## src/rtl/touch_event_assembler_scaler_defines.svh

```systemverilog
// Assertion macros for the touch event assembler and scaler.
`ifndef TOUCH_EVENT_ASSEMBLER_SCALER_DEFINES_SVH
`define TOUCH_EVENT_ASSEMBLER_SCALER_DEFINES_SVH

// Same-cycle implication, checked on clk_i and disabled during reset.
`define TEAS_ASSERT_IMPL(lbl, ante, cons, msg) \
  lbl: assert property (@(posedge clk_i) disable iff (!rst_ni) (ante) |-> (cons)) \
    else $error(msg);

// Next-cycle implication, checked on clk_i and disabled during reset.
`define TEAS_ASSERT_NEXT(lbl, ante, cons, msg) \
  lbl: assert property (@(posedge clk_i) disable iff (!rst_ni) (ante) |=> (cons)) \
    else $error(msg);

`endif

```

## src/rtl/teas_pkg.sv

```systemverilog
// Shared constants, types and state encodings of the touch event assembler and scaler.
package teas_pkg;

  localparam int unsigned COORD_BITS = 16;
  localparam int unsigned EVENT_BITS = 32;
  localparam int unsigned DIV_CNT_W  = $clog2(COORD_BITS + 1);

  localparam logic [4:0] EV_TYPE_KEY    = 5'd1;
  localparam logic [4:0] EV_TYPE_ABS    = 5'd3;
  localparam logic [9:0] TOUCH_KEY_CODE = 10'd330;
  localparam logic [9:0] AXIS_X_CODE    = 10'd0;
  localparam logic [9:0] AXIS_Y_CODE    = 10'd1;
  localparam logic [9:0] AXIS_P_CODE    = 10'd24;

  localparam int unsigned FLAG_START = 0;
  localparam int unsigned FLAG_X     = 1;
  localparam int unsigned FLAG_Y     = 2;
  localparam int unsigned FLAG_P     = 3;
  localparam int unsigned FLAG_CNT   = 4;

  localparam logic KIND_SAMPLE  = 1'b0;
  localparam logic KIND_RELEASE = 1'b1;

  localparam int unsigned CFG_IDX_W = 3;
  localparam logic [CFG_IDX_W-1:0] REG_SCREEN_W = 3'd0;
  localparam logic [CFG_IDX_W-1:0] REG_SCREEN_H = 3'd1;
  localparam logic [CFG_IDX_W-1:0] REG_TOUCH_W  = 3'd2;
  localparam logic [CFG_IDX_W-1:0] REG_TOUCH_H  = 3'd3;
  localparam logic [CFG_IDX_W-1:0] REG_ROTATE   = 3'd4;

  localparam logic [COORD_BITS-1:0] RST_SCREEN_W = 16'd1024;
  localparam logic [COORD_BITS-1:0] RST_SCREEN_H = 16'd600;
  localparam logic [COORD_BITS-1:0] RST_TOUCH_W  = 16'd800;
  localparam logic [COORD_BITS-1:0] RST_TOUCH_H  = 16'd480;
  localparam logic [1:0]            ROTATE_NONE   = 2'd0;
  localparam logic [1:0]            ROTATE_MIRROR = 2'd1;

  localparam int unsigned QUEUE_DEPTH = 2;
  localparam int unsigned QUEUE_AW    = $clog2(QUEUE_DEPTH);

  typedef struct packed {
    logic [COORD_BITS-1:0] x;
    logic [COORD_BITS-1:0] y;
    logic [COORD_BITS-1:0] pressure;
    logic                  kind;
  } job_t;

  typedef struct packed {
    logic start;
    logic mirror;
    logic both_eq;
    logic both_gt;
  } axis_ctrl_t;

  typedef enum logic [0:0] {
    BK_IDLE,
    BK_RUN
  } back_state_e;

  typedef enum logic [2:0] {
    AX_IDLE,
    AX_DIV_ST,
    AX_DIV_VW,
    AX_MUL,
    AX_DIV_PT,
    AX_DONE
  } axis_state_e;

endpackage

```

## src/rtl/teas_div.sv

```systemverilog
// Restoring divider that retires one quotient bit per cycle; the quotient must fit in COORD_BITS.
module teas_div (
  input  logic                                  clk_i,
  input  logic                                  rst_ni,
  input  logic                                  start_i,
  input  logic [2*teas_pkg::COORD_BITS-1:0]     dividend_i,
  input  logic [teas_pkg::COORD_BITS-1:0]       divisor_i,
  output logic                                  done_o,
  output logic [teas_pkg::COORD_BITS-1:0]       quot_o,
  output logic [teas_pkg::COORD_BITS-1:0]       rem_o
);

  logic                                busy_q;
  logic                                done_q;
  logic [teas_pkg::DIV_CNT_W-1:0]      cnt_q;
  logic [teas_pkg::COORD_BITS-1:0]     rem_q, rem_d;
  logic [teas_pkg::COORD_BITS-1:0]     quo_q;
  logic [teas_pkg::COORD_BITS-1:0]     dvs_q;
  logic [teas_pkg::COORD_BITS:0]       trial;
  logic [teas_pkg::COORD_BITS:0]       diff;
  logic                                qbit;

  always_comb begin
    trial = {rem_q, quo_q[teas_pkg::COORD_BITS-1]};
    diff  = trial - {1'b0, dvs_q};
    qbit  = (trial >= {1'b0, dvs_q});
    rem_d = qbit ? diff[teas_pkg::COORD_BITS-1:0] : trial[teas_pkg::COORD_BITS-1:0];
  end

  always_ff @(posedge clk_i or negedge rst_ni) begin
    if (!rst_ni) begin
      busy_q <= 1'b0;
      done_q <= 1'b0;
      cnt_q  <= '0;
    end else begin
      done_q <= 1'b0;
      if (start_i) begin
        busy_q <= 1'b1;
        cnt_q  <= teas_pkg::DIV_CNT_W'(teas_pkg::COORD_BITS);
      end else if (busy_q) begin
        cnt_q <= cnt_q - 1'b1;
        if (cnt_q == teas_pkg::DIV_CNT_W'(1)) begin
          busy_q <= 1'b0;
          done_q <= 1'b1;
        end
      end
    end
  end

  // The upper half of the dividend is below the divisor, so it seeds the partial remainder.
  always_ff @(posedge clk_i) begin
    if (start_i) begin
      rem_q <= dividend_i[2*teas_pkg::COORD_BITS-1:teas_pkg::COORD_BITS];
      quo_q <= dividend_i[teas_pkg::COORD_BITS-1:0];
      dvs_q <= divisor_i;
    end else if (busy_q) begin
      rem_q <= rem_d;
      quo_q <= {quo_q[teas_pkg::COORD_BITS-2:0], qbit};
    end
  end

  assign done_o = done_q;
  assign quot_o = quo_q;
  assign rem_o  = rem_q;

endmodule

```

## src/rtl/teas_axis.sv

```systemverilog
// Per-axis mirror and touch-to-screen scaling unit built around its own serial divider, used for every division.
module teas_axis (
  input  logic                            clk_i,
  input  logic                            rst_ni,
  input  teas_pkg::axis_ctrl_t            ctrl_i,
  input  logic [teas_pkg::COORD_BITS-1:0] coord_i,
  input  logic [teas_pkg::COORD_BITS-1:0] scr_i,
  input  logic [teas_pkg::COORD_BITS-1:0] tch_i,
  output logic                            done_o,
  output logic [teas_pkg::COORD_BITS-1:0] coord_o
);

  teas_pkg::axis_state_e state_q, state_d;

  logic [teas_pkg::COORD_BITS-1:0]   v_q, t_q, rem_q, opnd_q, res_q;
  logic                              gt_q;
  logic [teas_pkg::COORD_BITS-1:0]   v_mirr;
  logic                              pass;
  logic                              can_start;

  logic                              div_start;
  logic [2*teas_pkg::COORD_BITS-1:0] div_dividend;
  logic [teas_pkg::COORD_BITS-1:0]   div_divisor;
  logic                              div_done;
  logic [teas_pkg::COORD_BITS-1:0]   div_quot;
  logic [teas_pkg::COORD_BITS-1:0]   div_rem;
  logic [teas_pkg::COORD_BITS:0]     fin_sum;
  logic [teas_pkg::COORD_BITS-1:0]   fin_sat;

  teas_div u_div (
    .clk_i      (clk_i),
    .rst_ni     (rst_ni),
    .start_i    (div_start),
    .dividend_i (div_dividend),
    .divisor_i  (div_divisor),
    .done_o     (div_done),
    .quot_o     (div_quot),
    .rem_o      (div_rem)
  );

  always_comb begin
    if (ctrl_i.mirror) begin
      v_mirr = (tch_i > coord_i) ? (tch_i - coord_i) : '0;
    end else begin
      v_mirr = coord_i;
    end
    pass      = (tch_i == '0) || ctrl_i.both_eq;
    can_start = (state_q == teas_pkg::AX_IDLE) || (state_q == teas_pkg::AX_DONE);
    // The fraction never exceeds the coordinate, so one extra bit covers the sum.
    if (gt_q) begin
      fin_sum = {1'b0, v_q} + {1'b0, div_quot};
    end else begin
      fin_sum = {1'b0, v_q} - {1'b0, div_quot};
    end
    fin_sat = fin_sum[teas_pkg::COORD_BITS] ? '1 : fin_sum[teas_pkg::COORD_BITS-1:0];
  end

  always_comb begin
    state_d = state_q;
    case (state_q)
      teas_pkg::AX_IDLE, teas_pkg::AX_DONE: begin
        if (ctrl_i.start) begin
          state_d = pass ? teas_pkg::AX_DONE : teas_pkg::AX_DIV_ST;
        end
      end
      teas_pkg::AX_DIV_ST: begin
        if (div_done) begin
          state_d = gt_q ? teas_pkg::AX_DIV_VW : teas_pkg::AX_MUL;
        end
      end
      teas_pkg::AX_DIV_VW: begin
        if (div_done) begin
          state_d = teas_pkg::AX_MUL;
        end
      end
      teas_pkg::AX_MUL: begin
        state_d = teas_pkg::AX_DIV_PT;
      end
      teas_pkg::AX_DIV_PT: begin
        if (div_done) begin
          state_d = teas_pkg::AX_DONE;
        end
      end
      default: begin
        state_d = teas_pkg::AX_IDLE;
      end
    endcase
  end

  always_comb begin
    div_start    = 1'b0;
    div_dividend = '0;
    div_divisor  = t_q;
    case (state_q)
      teas_pkg::AX_IDLE, teas_pkg::AX_DONE: begin
        if (ctrl_i.start && !pass) begin
          div_start    = 1'b1;
          div_dividend = {{teas_pkg::COORD_BITS{1'b0}}, scr_i};
          div_divisor  = tch_i;
        end
      end
      teas_pkg::AX_DIV_ST: begin
        // Both sides larger: divide the coordinate by the whole ratio first.
        if (div_done && gt_q) begin
          div_start    = 1'b1;
          div_dividend = {{teas_pkg::COORD_BITS{1'b0}}, v_q};
          div_divisor  = div_quot;
        end
      end
      teas_pkg::AX_MUL: begin
        div_start    = 1'b1;
        div_dividend = opnd_q * rem_q;
        div_divisor  = t_q;
      end
      default: begin
        div_start = 1'b0;
      end
    endcase
  end

  always_ff @(posedge clk_i or negedge rst_ni) begin
    if (!rst_ni) begin
      state_q <= teas_pkg::AX_IDLE;
    end else begin
      state_q <= state_d;
    end
  end

  always_ff @(posedge clk_i) begin
    if (can_start && ctrl_i.start) begin
      v_q   <= v_mirr;
      t_q   <= tch_i;
      gt_q  <= ctrl_i.both_gt;
      res_q <= v_mirr;
    end
    if ((state_q == teas_pkg::AX_DIV_ST) && div_done) begin
      rem_q  <= div_rem;
      opnd_q <= v_q;
    end
    if ((state_q == teas_pkg::AX_DIV_VW) && div_done) begin
      opnd_q <= div_quot;
    end
    if ((state_q == teas_pkg::AX_DIV_PT) && div_done) begin
      res_q <= fin_sat;
    end
  end

  assign done_o  = (state_q == teas_pkg::AX_DONE);
  assign coord_o = res_q;

endmodule

```

## src/rtl/teas_fifo.sv

```systemverilog
// Short word queue between the event front end and the scaling back end.
module teas_fifo (
  input  logic           clk_i,
  input  logic           rst_ni,
  input  logic           push_i,
  input  teas_pkg::job_t push_data_i,
  output logic           ready_o,
  input  logic           pop_i,
  output logic           valid_o,
  output teas_pkg::job_t pop_data_o
);

  teas_pkg::job_t                mem_q [teas_pkg::QUEUE_DEPTH];
  logic [teas_pkg::QUEUE_AW-1:0] wr_ptr_q, rd_ptr_q;
  logic [teas_pkg::QUEUE_AW:0]   cnt_q;
  logic                          do_push, do_pop;

  assign ready_o    = (cnt_q != (teas_pkg::QUEUE_AW+1)'(teas_pkg::QUEUE_DEPTH));
  assign valid_o    = (cnt_q != '0);
  assign do_push    = push_i && ready_o;
  assign do_pop     = pop_i && valid_o;
  assign pop_data_o = mem_q[rd_ptr_q];

  always_ff @(posedge clk_i or negedge rst_ni) begin
    if (!rst_ni) begin
      wr_ptr_q <= '0;
      rd_ptr_q <= '0;
      cnt_q    <= '0;
    end else begin
      if (do_push) begin
        wr_ptr_q <= (wr_ptr_q == teas_pkg::QUEUE_AW'(teas_pkg::QUEUE_DEPTH - 1)) ?
                    '0 : wr_ptr_q + 1'b1;
      end
      if (do_pop) begin
        rd_ptr_q <= (rd_ptr_q == teas_pkg::QUEUE_AW'(teas_pkg::QUEUE_DEPTH - 1)) ?
                    '0 : rd_ptr_q + 1'b1;
      end
      if (do_push && !do_pop) begin
        cnt_q <= cnt_q + 1'b1;
      end else if (do_pop && !do_push) begin
        cnt_q <= cnt_q - 1'b1;
      end
    end
  end

  always_ff @(posedge clk_i) begin
    if (do_push) begin
      mem_q[wr_ptr_q] <= push_data_i;
    end
  end

endmodule

```

## src/rtl/teas_front.sv

```systemverilog
// Event classifier: tracks touch state, latches axis values and emits sample and release words.
module teas_front (
  input  logic                                   clk_i,
  input  logic                                   rst_ni,
  input  logic                                   in_valid_i,
  output logic                                   in_ready_o,
  input  logic [4:0]                             event_type_i,
  input  logic [9:0]                             event_code_i,
  input  logic signed [teas_pkg::EVENT_BITS-1:0] event_value_i,
  input  logic                                   q_ready_i,
  output logic                                   push_o,
  output teas_pkg::job_t                         job_o
);

  logic [teas_pkg::FLAG_CNT-1:0]   seen_q, seen_d;
  logic [teas_pkg::COORD_BITS-1:0] x_q, x_d, y_q, y_d, p_q, p_d;
  logic                            accept;
  logic                            positive;
  logic                            release_hit;
  logic [teas_pkg::COORD_BITS-1:0] latched;

  assign in_ready_o = q_ready_i;
  assign accept     = in_valid_i && q_ready_i;

  always_comb begin
    seen_d      = seen_q;
    x_d         = x_q;
    y_d         = y_q;
    p_d         = p_q;
    push_o      = 1'b0;
    release_hit = 1'b0;
    job_o       = '{x: x_q, y: y_q, pressure: p_q, kind: teas_pkg::KIND_RELEASE};
    positive    = !event_value_i[teas_pkg::EVENT_BITS-1] && (event_value_i != '0);
    latched     = (|event_value_i[teas_pkg::EVENT_BITS-1:teas_pkg::COORD_BITS]) ?
                  '1 : event_value_i[teas_pkg::COORD_BITS-1:0];
    if (accept) begin
      if ((event_type_i == teas_pkg::EV_TYPE_KEY) &&
          (event_code_i == teas_pkg::TOUCH_KEY_CODE)) begin
        if (event_value_i == 32'sd1) begin
          seen_d[teas_pkg::FLAG_START] = 1'b1;
        end else if (event_value_i == '0) begin
          // Touch-up reports the held values, then forgets them.
          release_hit = 1'b1;
          push_o      = 1'b1;
          seen_d      = '0;
          x_d         = '0;
          y_d         = '0;
          p_d         = '0;
        end
      end else if ((event_type_i == teas_pkg::EV_TYPE_ABS) && positive) begin
        case (event_code_i)
          teas_pkg::AXIS_X_CODE: begin
            x_d                      = latched;
            seen_d[teas_pkg::FLAG_X] = 1'b1;
          end
          teas_pkg::AXIS_Y_CODE: begin
            y_d                      = latched;
            seen_d[teas_pkg::FLAG_Y] = 1'b1;
          end
          teas_pkg::AXIS_P_CODE: begin
            p_d                      = latched;
            seen_d[teas_pkg::FLAG_P] = 1'b1;
          end
          default: begin
            seen_d = seen_q;
          end
        endcase
      end
      if (!release_hit && (seen_d == '1)) begin
        push_o = 1'b1;
        job_o  = '{x: x_d, y: y_d, pressure: p_d, kind: teas_pkg::KIND_SAMPLE};
        seen_d = '0;
      end
    end
  end

  always_ff @(posedge clk_i or negedge rst_ni) begin
    if (!rst_ni) begin
      seen_q <= '0;
      x_q    <= '0;
      y_q    <= '0;
      p_q    <= '0;
    end else begin
      seen_q <= seen_d;
      x_q    <= x_d;
      y_q    <= y_d;
      p_q    <= p_d;
    end
  end

endmodule

```

## src/rtl/touch_event_assembler_scaler.sv

```systemverilog
// Top level: configuration registers, front end, word queue and scaling back end.
//
//   channel   handshake                   payload
//   cfg       cfg_valid_i / cfg_ready_o   cfg_index_i, cfg_data_i
//   in        in_valid_i / in_ready_o     event_type_i, event_code_i, event_value_i
//   out       out_valid_o / out_ready_i   x_out_o, y_out_o, pressure_out_o, sample_kind_o
//
// Events are taken one per cycle while the two-word queue has room. When both screen
// sides are larger, each axis unit runs three divisions per sample or release (ratio,
// coordinate by whole ratio, fraction), otherwise two, and none when scaling is
// bypassed. The axes run in parallel.
// Reset clears the touch state and loads the default resolutions; no clearing pass.
// A stalled output holds its word while the queue keeps taking events until it is full.
module touch_event_assembler_scaler (
  input  logic                                   clk_i,
  input  logic                                   rst_ni,
  input  logic                                   cfg_valid_i,
  output logic                                   cfg_ready_o,
  input  logic [teas_pkg::CFG_IDX_W-1:0]         cfg_index_i,
  input  logic [teas_pkg::COORD_BITS-1:0]        cfg_data_i,
  input  logic                                   in_valid_i,
  output logic                                   in_ready_o,
  input  logic [4:0]                             event_type_i,
  input  logic [9:0]                             event_code_i,
  input  logic signed [teas_pkg::EVENT_BITS-1:0] event_value_i,
  output logic                                   out_valid_o,
  input  logic                                   out_ready_i,
  output logic [teas_pkg::COORD_BITS-1:0]        x_out_o,
  output logic [teas_pkg::COORD_BITS-1:0]        y_out_o,
  output logic [teas_pkg::COORD_BITS-1:0]        pressure_out_o,
  output logic                                   sample_kind_o
);

  `include "touch_event_assembler_scaler_defines.svh"

  logic [teas_pkg::COORD_BITS-1:0] scr_w_q, scr_h_q, tch_w_q, tch_h_q;
  logic [1:0]                      rotate_q;

  logic                 q_push, q_ready, q_pop, q_valid;
  teas_pkg::job_t       push_job, head_job;

  teas_pkg::back_state_e           bk_state_q, bk_state_d;
  teas_pkg::axis_ctrl_t            ax_ctrl;
  logic                            x_done, y_done;
  logic [teas_pkg::COORD_BITS-1:0] x_res, y_res;
  logic [teas_pkg::COORD_BITS-1:0] job_p_q;
  logic                            job_kind_q;
  logic                            out_free, out_load;

  logic                            out_valid_q;
  logic [teas_pkg::COORD_BITS-1:0] x_out_q, y_out_q, p_out_q;
  logic                            kind_out_q;

  assign cfg_ready_o = 1'b1;

  always_ff @(posedge clk_i or negedge rst_ni) begin
    if (!rst_ni) begin
      scr_w_q  <= teas_pkg::RST_SCREEN_W;
      scr_h_q  <= teas_pkg::RST_SCREEN_H;
      tch_w_q  <= teas_pkg::RST_TOUCH_W;
      tch_h_q  <= teas_pkg::RST_TOUCH_H;
      rotate_q <= teas_pkg::ROTATE_NONE;
    end else if (cfg_valid_i) begin
      case (cfg_index_i)
        teas_pkg::REG_SCREEN_W: scr_w_q  <= cfg_data_i;
        teas_pkg::REG_SCREEN_H: scr_h_q  <= cfg_data_i;
        teas_pkg::REG_TOUCH_W:  tch_w_q  <= cfg_data_i;
        teas_pkg::REG_TOUCH_H:  tch_h_q  <= cfg_data_i;
        teas_pkg::REG_ROTATE:   rotate_q <= cfg_data_i[1:0];
        default: begin
          rotate_q <= rotate_q;
        end
      endcase
    end
  end

  teas_front u_front (
    .clk_i         (clk_i),
    .rst_ni        (rst_ni),
    .in_valid_i    (in_valid_i),
    .in_ready_o    (in_ready_o),
    .event_type_i  (event_type_i),
    .event_code_i  (event_code_i),
    .event_value_i (event_value_i),
    .q_ready_i     (q_ready),
    .push_o        (q_push),
    .job_o         (push_job)
  );

  teas_fifo u_fifo (
    .clk_i       (clk_i),
    .rst_ni      (rst_ni),
    .push_i      (q_push),
    .push_data_i (push_job),
    .ready_o     (q_ready),
    .pop_i       (q_pop),
    .valid_o     (q_valid),
    .pop_data_o  (head_job)
  );

  always_comb begin
    ax_ctrl.start   = q_pop;
    ax_ctrl.mirror  = (rotate_q == teas_pkg::ROTATE_MIRROR);
    ax_ctrl.both_eq = (scr_w_q == tch_w_q) && (scr_h_q == tch_h_q);
    ax_ctrl.both_gt = (scr_w_q > tch_w_q) && (scr_h_q > tch_h_q);
  end

  teas_axis u_axis_x (
    .clk_i   (clk_i),
    .rst_ni  (rst_ni),
    .ctrl_i  (ax_ctrl),
    .coord_i (head_job.x),
    .scr_i   (scr_w_q),
    .tch_i   (tch_w_q),
    .done_o  (x_done),
    .coord_o (x_res)
  );

  teas_axis u_axis_y (
    .clk_i   (clk_i),
    .rst_ni  (rst_ni),
    .ctrl_i  (ax_ctrl),
    .coord_i (head_job.y),
    .scr_i   (scr_h_q),
    .tch_i   (tch_h_q),
    .done_o  (y_done),
    .coord_o (y_res)
  );

  assign out_free = !out_valid_q || out_ready_i;

  always_comb begin
    bk_state_d = bk_state_q;
    case (bk_state_q)
      teas_pkg::BK_IDLE: begin
        if (q_valid) begin
          bk_state_d = teas_pkg::BK_RUN;
        end
      end
      teas_pkg::BK_RUN: begin
        if (x_done && y_done && out_free) begin
          bk_state_d = teas_pkg::BK_IDLE;
        end
      end
      default: begin
        bk_state_d = teas_pkg::BK_IDLE;
      end
    endcase
  end

  always_comb begin
    q_pop    = 1'b0;
    out_load = 1'b0;
    case (bk_state_q)
      teas_pkg::BK_IDLE: q_pop    = q_valid;
      teas_pkg::BK_RUN:  out_load = x_done && y_done && out_free;
      default: begin
        q_pop = 1'b0;
      end
    endcase
  end

  always_ff @(posedge clk_i or negedge rst_ni) begin
    if (!rst_ni) begin
      bk_state_q  <= teas_pkg::BK_IDLE;
      out_valid_q <= 1'b0;
    end else begin
      bk_state_q <= bk_state_d;
      if (out_load) begin
        out_valid_q <= 1'b1;
      end else if (out_ready_i) begin
        out_valid_q <= 1'b0;
      end
    end
  end

  always_ff @(posedge clk_i) begin
    if (q_pop) begin
      job_p_q    <= head_job.pressure;
      job_kind_q <= head_job.kind;
    end
    if (out_load) begin
      x_out_q    <= x_res;
      y_out_q    <= y_res;
      p_out_q    <= job_p_q;
      kind_out_q <= job_kind_q;
    end
  end

  assign out_valid_o    = out_valid_q;
  assign x_out_o        = x_out_q;
  assign y_out_o        = y_out_q;
  assign pressure_out_o = p_out_q;
  assign sample_kind_o  = kind_out_q;

  `TEAS_ASSERT_IMPL(a_out_after_axes, $rose(out_valid_o), $past(x_done && y_done), "early word")
  `TEAS_ASSERT_NEXT(a_load_shows, out_load, out_valid_o, "finished word not loaded")
  `TEAS_ASSERT_NEXT(a_push_kept, q_push && !q_pop, q_valid, "queued word was lost")

endmodule

```

## config.mk

```make
export PLATFORM = sky130hd
export DESIGN_NAME = touch_event_assembler_scaler
export DESIGN_NICKNAME = d
export VERILOG_FILES = /design/src/rtl/teas_pkg.sv /design/src/rtl/teas_div.sv /design/src/rtl/teas_axis.sv /design/src/rtl/teas_fifo.sv /design/src/rtl/teas_front.sv /design/src/rtl/touch_event_assembler_scaler.sv
export VERILOG_INCLUDE_DIRS = /design/src /design/src/rtl
export SDC_FILE = /design/constraint.sdc
export NUM_CORES = 2
export LEC_CHECK = 0
export BUFFER_PORTS_ARGS = -buffer_cell sky130_fd_sc_hd__clkbuf_2
export CAP_MARGIN = 0
export CORE_ASPECT_RATIO = 0.7
export CORE_MARGIN = 2
export CORE_UTILIZATION = 25
export CTS_CLUSTER_DIAMETER = 80
export CTS_CLUSTER_SIZE = 14
export DETAILED_ROUTE_END_ITERATION = 7
export GPL_ROUTABILITY_DRIVEN = 0
export PLACE_DENSITY_LB_ADDON = 0.2
export SYNTH_ARGS = -nofsm -noshare
export SYNTH_HDL_FRONTEND = slang
export SYNTH_HIERARCHICAL = 1
export SYNTH_SLANG_ARGS = --single-unit
```

## constraint.sdc

```tcl
create_clock -name clk_i -period 21.3 [get_ports clk_i]
set_input_delay 1.065 -clock clk_i [delete_from_list [all_inputs] [get_ports clk_i]]
set_output_delay 1.065 -clock clk_i [all_outputs]
set_load 0.1 [all_outputs]
```

# Word level (Yosys, flattened, before mapping)
# Memories as Yosys holds them, arrays and structs flattened.
# Index checks and enable logic that the tools add are counted.
# op_classes
addsub	14
multipliers	2
magnitude_cmp	6
eq_ne	35
mux	121
bitwise_logic	1
reduce_logical	64
# ops
cell	n
$mux 16	48
$pmux 32 s3	2
$mux 49	2
$gt 16x16->1	4
$mul 16x16->32	2
$pmux 16 s2	2
$sub 16x16->16	4
$mux 1	38
$add 16x16->17	2
$ge 17x16->1	2
$mux 17	2
$sub 16x16->17	2
$mux 3	11
$eq 16x16->1	2
$eq 32x2->1 const B	1
$logic_not 16->1	2
$logic_not 32->1	1
$reduce_bool 32->1	1
$pmux 3 s5	2
$logic_and 1x1->1	25
$mux 4	5
$mux 5	4
$eq 3x2->1 const B	6
$ne 2x2->1 const B	9
26 further kinds	64
# totals
regBits	468
mem_bits_rw	98
output_inout_bits	52
memories	1
# mem_list
name	depth	word_bits	read_ports	rd_clocked_by_memory_dff	wr	line_no	text
u_fifo.mem_q	2	49	1	0	1	teas_fifo.sv:13	teas_pkg::job_t mem_q [teas_pkg::QUEUE_DEPTH];

# Logic depth before layout (Yosys ltp)
# depth
ltp_word	15
mapped_depth	24

# Hierarchy
# Netlist, hierarchy kept.
# by_module_without_submodules
mod	instances	cells_each	area_per_inst_um2
teas_axis (u_axis_y)	1	1525	14181.1
teas_axis (u_axis_x)	1	1559	14151.1
touch_event_assembler_scaler	1	356	5362.6
teas_fifo	1	171	3983.8
teas_div (u_axis_x.u_div)	1	281	3215.6
teas_div (u_axis_y.u_div)	1	281	3214.3
teas_front	1	374	3163.0

# Worst setup path before layout
# No wires, ideal clock.
# synth_path
path_type	register to register
start	register u_fifo/cnt_q[0] (netlist name)
end	register u_axis_y.u_div.quo_q (netlist bit u_axis_y/u_div/quot_o[0]) (enable)
setup_ns	0.375
arrival_ns	7.201
path_slack_ns	13.724
path_stages_with_launch	9
path_buffers	2
period_less_slack_ns	7.576
path_cell_list	dfrtp_1 -> or2_1 -> nor2b_1 -> nor4b_1 -> and2_1 -> clkbuf_1 -> or3_1 -> buf_1 -> or2_2
# synth_lines
element	line_no	text
start: declaration	teas_fifo.sv:15	logic [teas_pkg::QUEUE_AW:0] cnt_q;
start signal: assignment	teas_fifo.sv:39	cnt_q <= cnt_q + 1'b1;
start signal: assignment	teas_fifo.sv:41	cnt_q <= cnt_q - 1'b1;
end signal: assignment	teas_div.sv:54	quo_q <= dividend_i[teas_pkg::COORD_BITS-1:0];
end signal: assignment	teas_div.sv:58	quo_q <= {quo_q[teas_pkg::COORD_BITS-2:0], qbit};
end: declaration	teas_div.sv:17	logic [teas_pkg::COORD_BITS-1:0] quo_q;

# Worst setup path in the final report
# layout_path
start	register u_axis_y/opnd_q[10] (netlist name)
end	register u_axis_y.u_div.rem_q (netlist bit u_axis_y/u_div/rem_o[14]), data pin
# layout_between
elab_chain_len	3
# layout_lines
element	line_no	text
start: declaration	teas_axis.sv:15	logic [teas_pkg::COORD_BITS-1:0] v_q, t_q, rem_q, opnd_q, res_q;
start signal: assignment	teas_axis.sv:138	opnd_q <= v_q;
start signal: assignment	teas_axis.sv:141	opnd_q <= div_quot;
$mul 16x16->32	teas_axis.sv:112	div_dividend = opnd_q * rem_q;
$pmux 32 s3	teas_axis.sv:94	case (state_q)
via u_axis_y.div_dividend (one bit)	teas_axis.sv:22	logic [2*teas_pkg::COORD_BITS-1:0] div_dividend;
$mux 16	teas_div.sv:52	if (start_i) begin
end signal: assignment	teas_div.sv:53	rem_q <= dividend_i[2*teas_pkg::COORD_BITS-1:teas_pkg::COORD_BITS];
end signal: assignment	teas_div.sv:57	rem_q <= rem_d;
end: declaration	teas_div.sv:16	logic [teas_pkg::COORD_BITS-1:0] rem_q, rem_d;
# The timed path passes the listed nets, and every way through them passes these cells.
# A chain may end at the register's enable or synchronous reset.

==> metrics.md <==
| Metric | Value |
|---|---|
| Synthesis Warnings | `6` |
| Power Density | `60.7 nW/um^2` |
| Worst skew pair latency | `680 ps` |
| Number of max-cap violations | `0` |
| Setup TNS | `0 ps` |
| Yosys cell types | `119` |
| Vias in the first global route | `33400` |
| Hold violation count in the final report | `0` |
| Hold Buf Count CTS | `0` |
| 1st-iter DRT viols | `2870` |
| CP max-delay cell | `edfxtp_1` |
| Hpwl dp | `115000 um` |
| Met2 GRT Util | `21.2%` |
| Max reg flops | `98` |
| Leading area contributor after synthesis | `edfxtp_1` |
| Top reg by flops | `u_fifo/mem_q` |
| Minimum clock period | `7200 ps` |
| Syn nets | `5355` |
| Top cells by area, synth | `edfxtp_1 (27%), fa_1 (17%), ha_1 (9.1%), dfrtp_1 (7.0%), inv_1 (5.0%)` |
| Largest net degree at the start of global routing | `78` |
| Antenna violations before repair | `22` |
| Number of flops mapped to enable cells by yosys | `~420` |
| Layout area overhead | `10.4%` |
| Global-route wire length before repair | `224000 um` |
| Critical Path Sink Type | `flop` |
| Outcome | `complete, no violations` |
| Met3 Track Usage GR | `2.78%` |
| DRT antenna net count | `0` |
| Core area | `188000 um^2` |
| Remaining global-route overflow | `0` |
| Crit path kind | `flop to flop` |
| Max Buffers Root-to-Sink | `3` |
| Clock slew at reported path FFs | `70 ps` |
| CP required | `roughly 22000 ps` |
| Drc violations | `0` |
| Worst-path fanout max | `16` |
| Clock buffer count from CTS | `52` |
| Sequential area share after synthesis | `34.5%` |
| Tot GR Track Use | `15.4%` |
| Startpoint types | `flop` |
| Die Span Y | `368 um` |
| Commonest non-fill, non-tap cell in the layout | `inv_1` |
| CTS tree | `yes` |
| Global-route met1 utilization | `24.5%` |
| Synthesis-stage register bit count | `about 570` |
| Critical-path cell list | `nand2_1, fa_1, fa_1, fa_1, fa_1, inv_1, fa_1, inv_1, fa_1, inv_1, ha_1, and4_1, a31oi_1, o21ai_1, a21oi_1, o31ai_1, a311oi_1, mux2i_1, a221o_1` |
| Drt first pass iters | `5` |
| Top delay family on crit path | `adder cells` |
| Clock sinks | `about 570` |
| Post-Syn Area | `47300 um^2` |
| Power, Total | `~0.0032 W` |
| Final Max Slew Viols | `0` |
| Most common cell on crit path | `fa_1` |
| Post-CTS Resized | `0` |
| Worst reg-to-reg setup slack | `about 14000 ps` |
| Period utilization | `about a third` |
| Vias/cell | `around 4.7` |
| Avg Inst Size Synth | `10.4 um^2` |
| Rows | `133` |
| Leak | `22.3 nW` |
| Worst Hold Class | `flop to flop` |
| Post-layout util | `27.8%` |
| Root Driver | `clkbuf_16` |
| CP Buf/Inv Count | `3` |
| Max Clock Freq | `0.139 GHz` |
| Most frequent cells in the layout | `inv_1 (633), nand2_1 (523), edfxtp_1 (422)` |
| Layout cells sized above 1 | `10.5%` |
| Syn Inst Count | `approximately 4500` |
| Primary FF master, synth | `edfxtp_1` |
| Die width | `roughly 520 um` |
| Io pins | `123` |
| Die area | `193000 um^2` |
| Max VDD drop | `0.0000678 V` |
| Clock skew | `slightly above 80 ps` |
| Vias | `around 34000` |
| Layer with the highest usage | `met1` |
| Post-CTS Setup Inserts | `0` |
| Drt wl/cell | `20.9 um` |
| Synth async-reset ratio | `25.4%` |
| WL final | `149000 um` |
| Top cell type's share of synthesized area | `26.8%` |
| Unrepaired setup endpoints after global routing | `no` |
| Max_slew headroom | `11.9%` |
| H-tree Lvls | `2` |
| Worst Max-Slew Pin Slew | `1310 ps` |
| Initial Util | `25.2%` |
| Nets | `5385` |
| # setup viols final | `0` |
| I/O Buffers | `121` |
| CP arrival | `7570 ps` |
| CP peak stage delay | `~860 ps` |
==> synth_stat cells, types with 34 or more instances <==
library cell	count
a21o_1	71
a21oi_1	143
a22oi_1	59
and2_1	246
clkbuf_1	143
dfrtp_1	132
edfxtp_1	422
fa_1	394
ha_1	343
inv_1	633
mux2_2	113
mux2_4	49
nand2_1	524
nand2b_1	34
nand3_1	60
nor2_1	161
nor3_1	55
o21ai_0	185
o21ai_1	54
xnor2_1	85
xor2_1	67
==> kinds of logic after synthesis <==
group,after synthesis,share of synthesized area (%)
other,1,0.00793
XOR/XNOR,152,2.82
multiplexers,178,4.59
adder cells (fa/ha/maj),737,25.8
AO/OA/AOI/OAI,825,11.9
flip-flops,566,34.5
buffers and inverters,809,6.82
AND/OR/NAND/NOR,1279,13.6
==> where the power goes <==
part / internal [W] / leakage, nW / total [W] / switching, W
Sequential: 0.00130 / 5.80 / 0.00144 / 0.000141
Clock: 0.000507 / 0.817 / 0.000976 / 0.000470
Combinational: 0.000323 / 15.6 / 0.000749 / 0.000426
Total: 0.00213 / 22.3 / 0.00317 / 0.00104
==> layout make-up <==
class | count | area [um^2]
timing repair buffer | 152 | 845
antenna | 6 | 15.0
inverter | 633 | 2380
sequential | 566 | 16300
fill | 19700 | 136000
multi-input combinational | 3172 | 27800
tap | 2497 | 3120
clock buffer | 87 | 1550
clock inverter | 11 | 146
==> worst register-to-register path: stages (launching register included) <==
cell	delay, ps
edfxtp_1	860
nand2_1	180
fa_1	570
fa_1	600
fa_1	470
fa_1	560
inv_1	50
fa_1	470
inv_1	50
fa_1	490
inv_1	50
ha_1	350
and4_1	260
a31oi_1	380
o21ai_1	100
a21oi_1	370
o31ai_1	200
a311oi_1	380
mux2i_1	160
a221o_1	360
==> worst paths after layout <==
path,start,end,depth (start not counted)
setup / recovery,u_axis_y/opnd_q[10]$_DFFE_PP_,u_axis_y/u_div/rem_o[14]$_DFFE_PP_,19
hold / removal,u_axis_x/coord_o[4]$_DFFE_PP_,x_out_o[4]$_DFFE_PP_,0
setup reg to reg,u_axis_y/opnd_q[10]$_DFFE_PP_,u_axis_y/u_div/rem_o[14]$_DFFE_PP_,19
hold reg to reg,u_axis_x/coord_o[4]$_DFFE_PP_,x_out_o[4]$_DFFE_PP_,0
max in group asynchronous,rst_ni,scr_h_q[11]$_DFFE_PN0P_,2
min in group asynchronous,rst_ni,out_valid_o$_DFFE_PN0P_,1
==> metrics by stage <==
stage | cells | setup slack (ps) | cell area (um^2) | hold slack, ps
CTS | 7118 | 14100 | 52200 | 418
finish | 7124 | 14100 | 52200 | 420
detailed placement | 7020 | 14220 | 50500 | 405
global route | 7123 | 13690 | 52200 | 424
floorplan | 4547 | 13720 | 47300 | 400
global placement | 7020 | 14280 | 50500 | 404
==> routing by layer <==
layer	wire length [um]	vias up	part of all wire, %
li1	-	15600	-
met1	77400	17000	52
met2	59500	926	40
met3	9520	125	6.4
met4	2260	2	1.5
met5	13	-	0.0087
(Power assumes the default switching activity.)
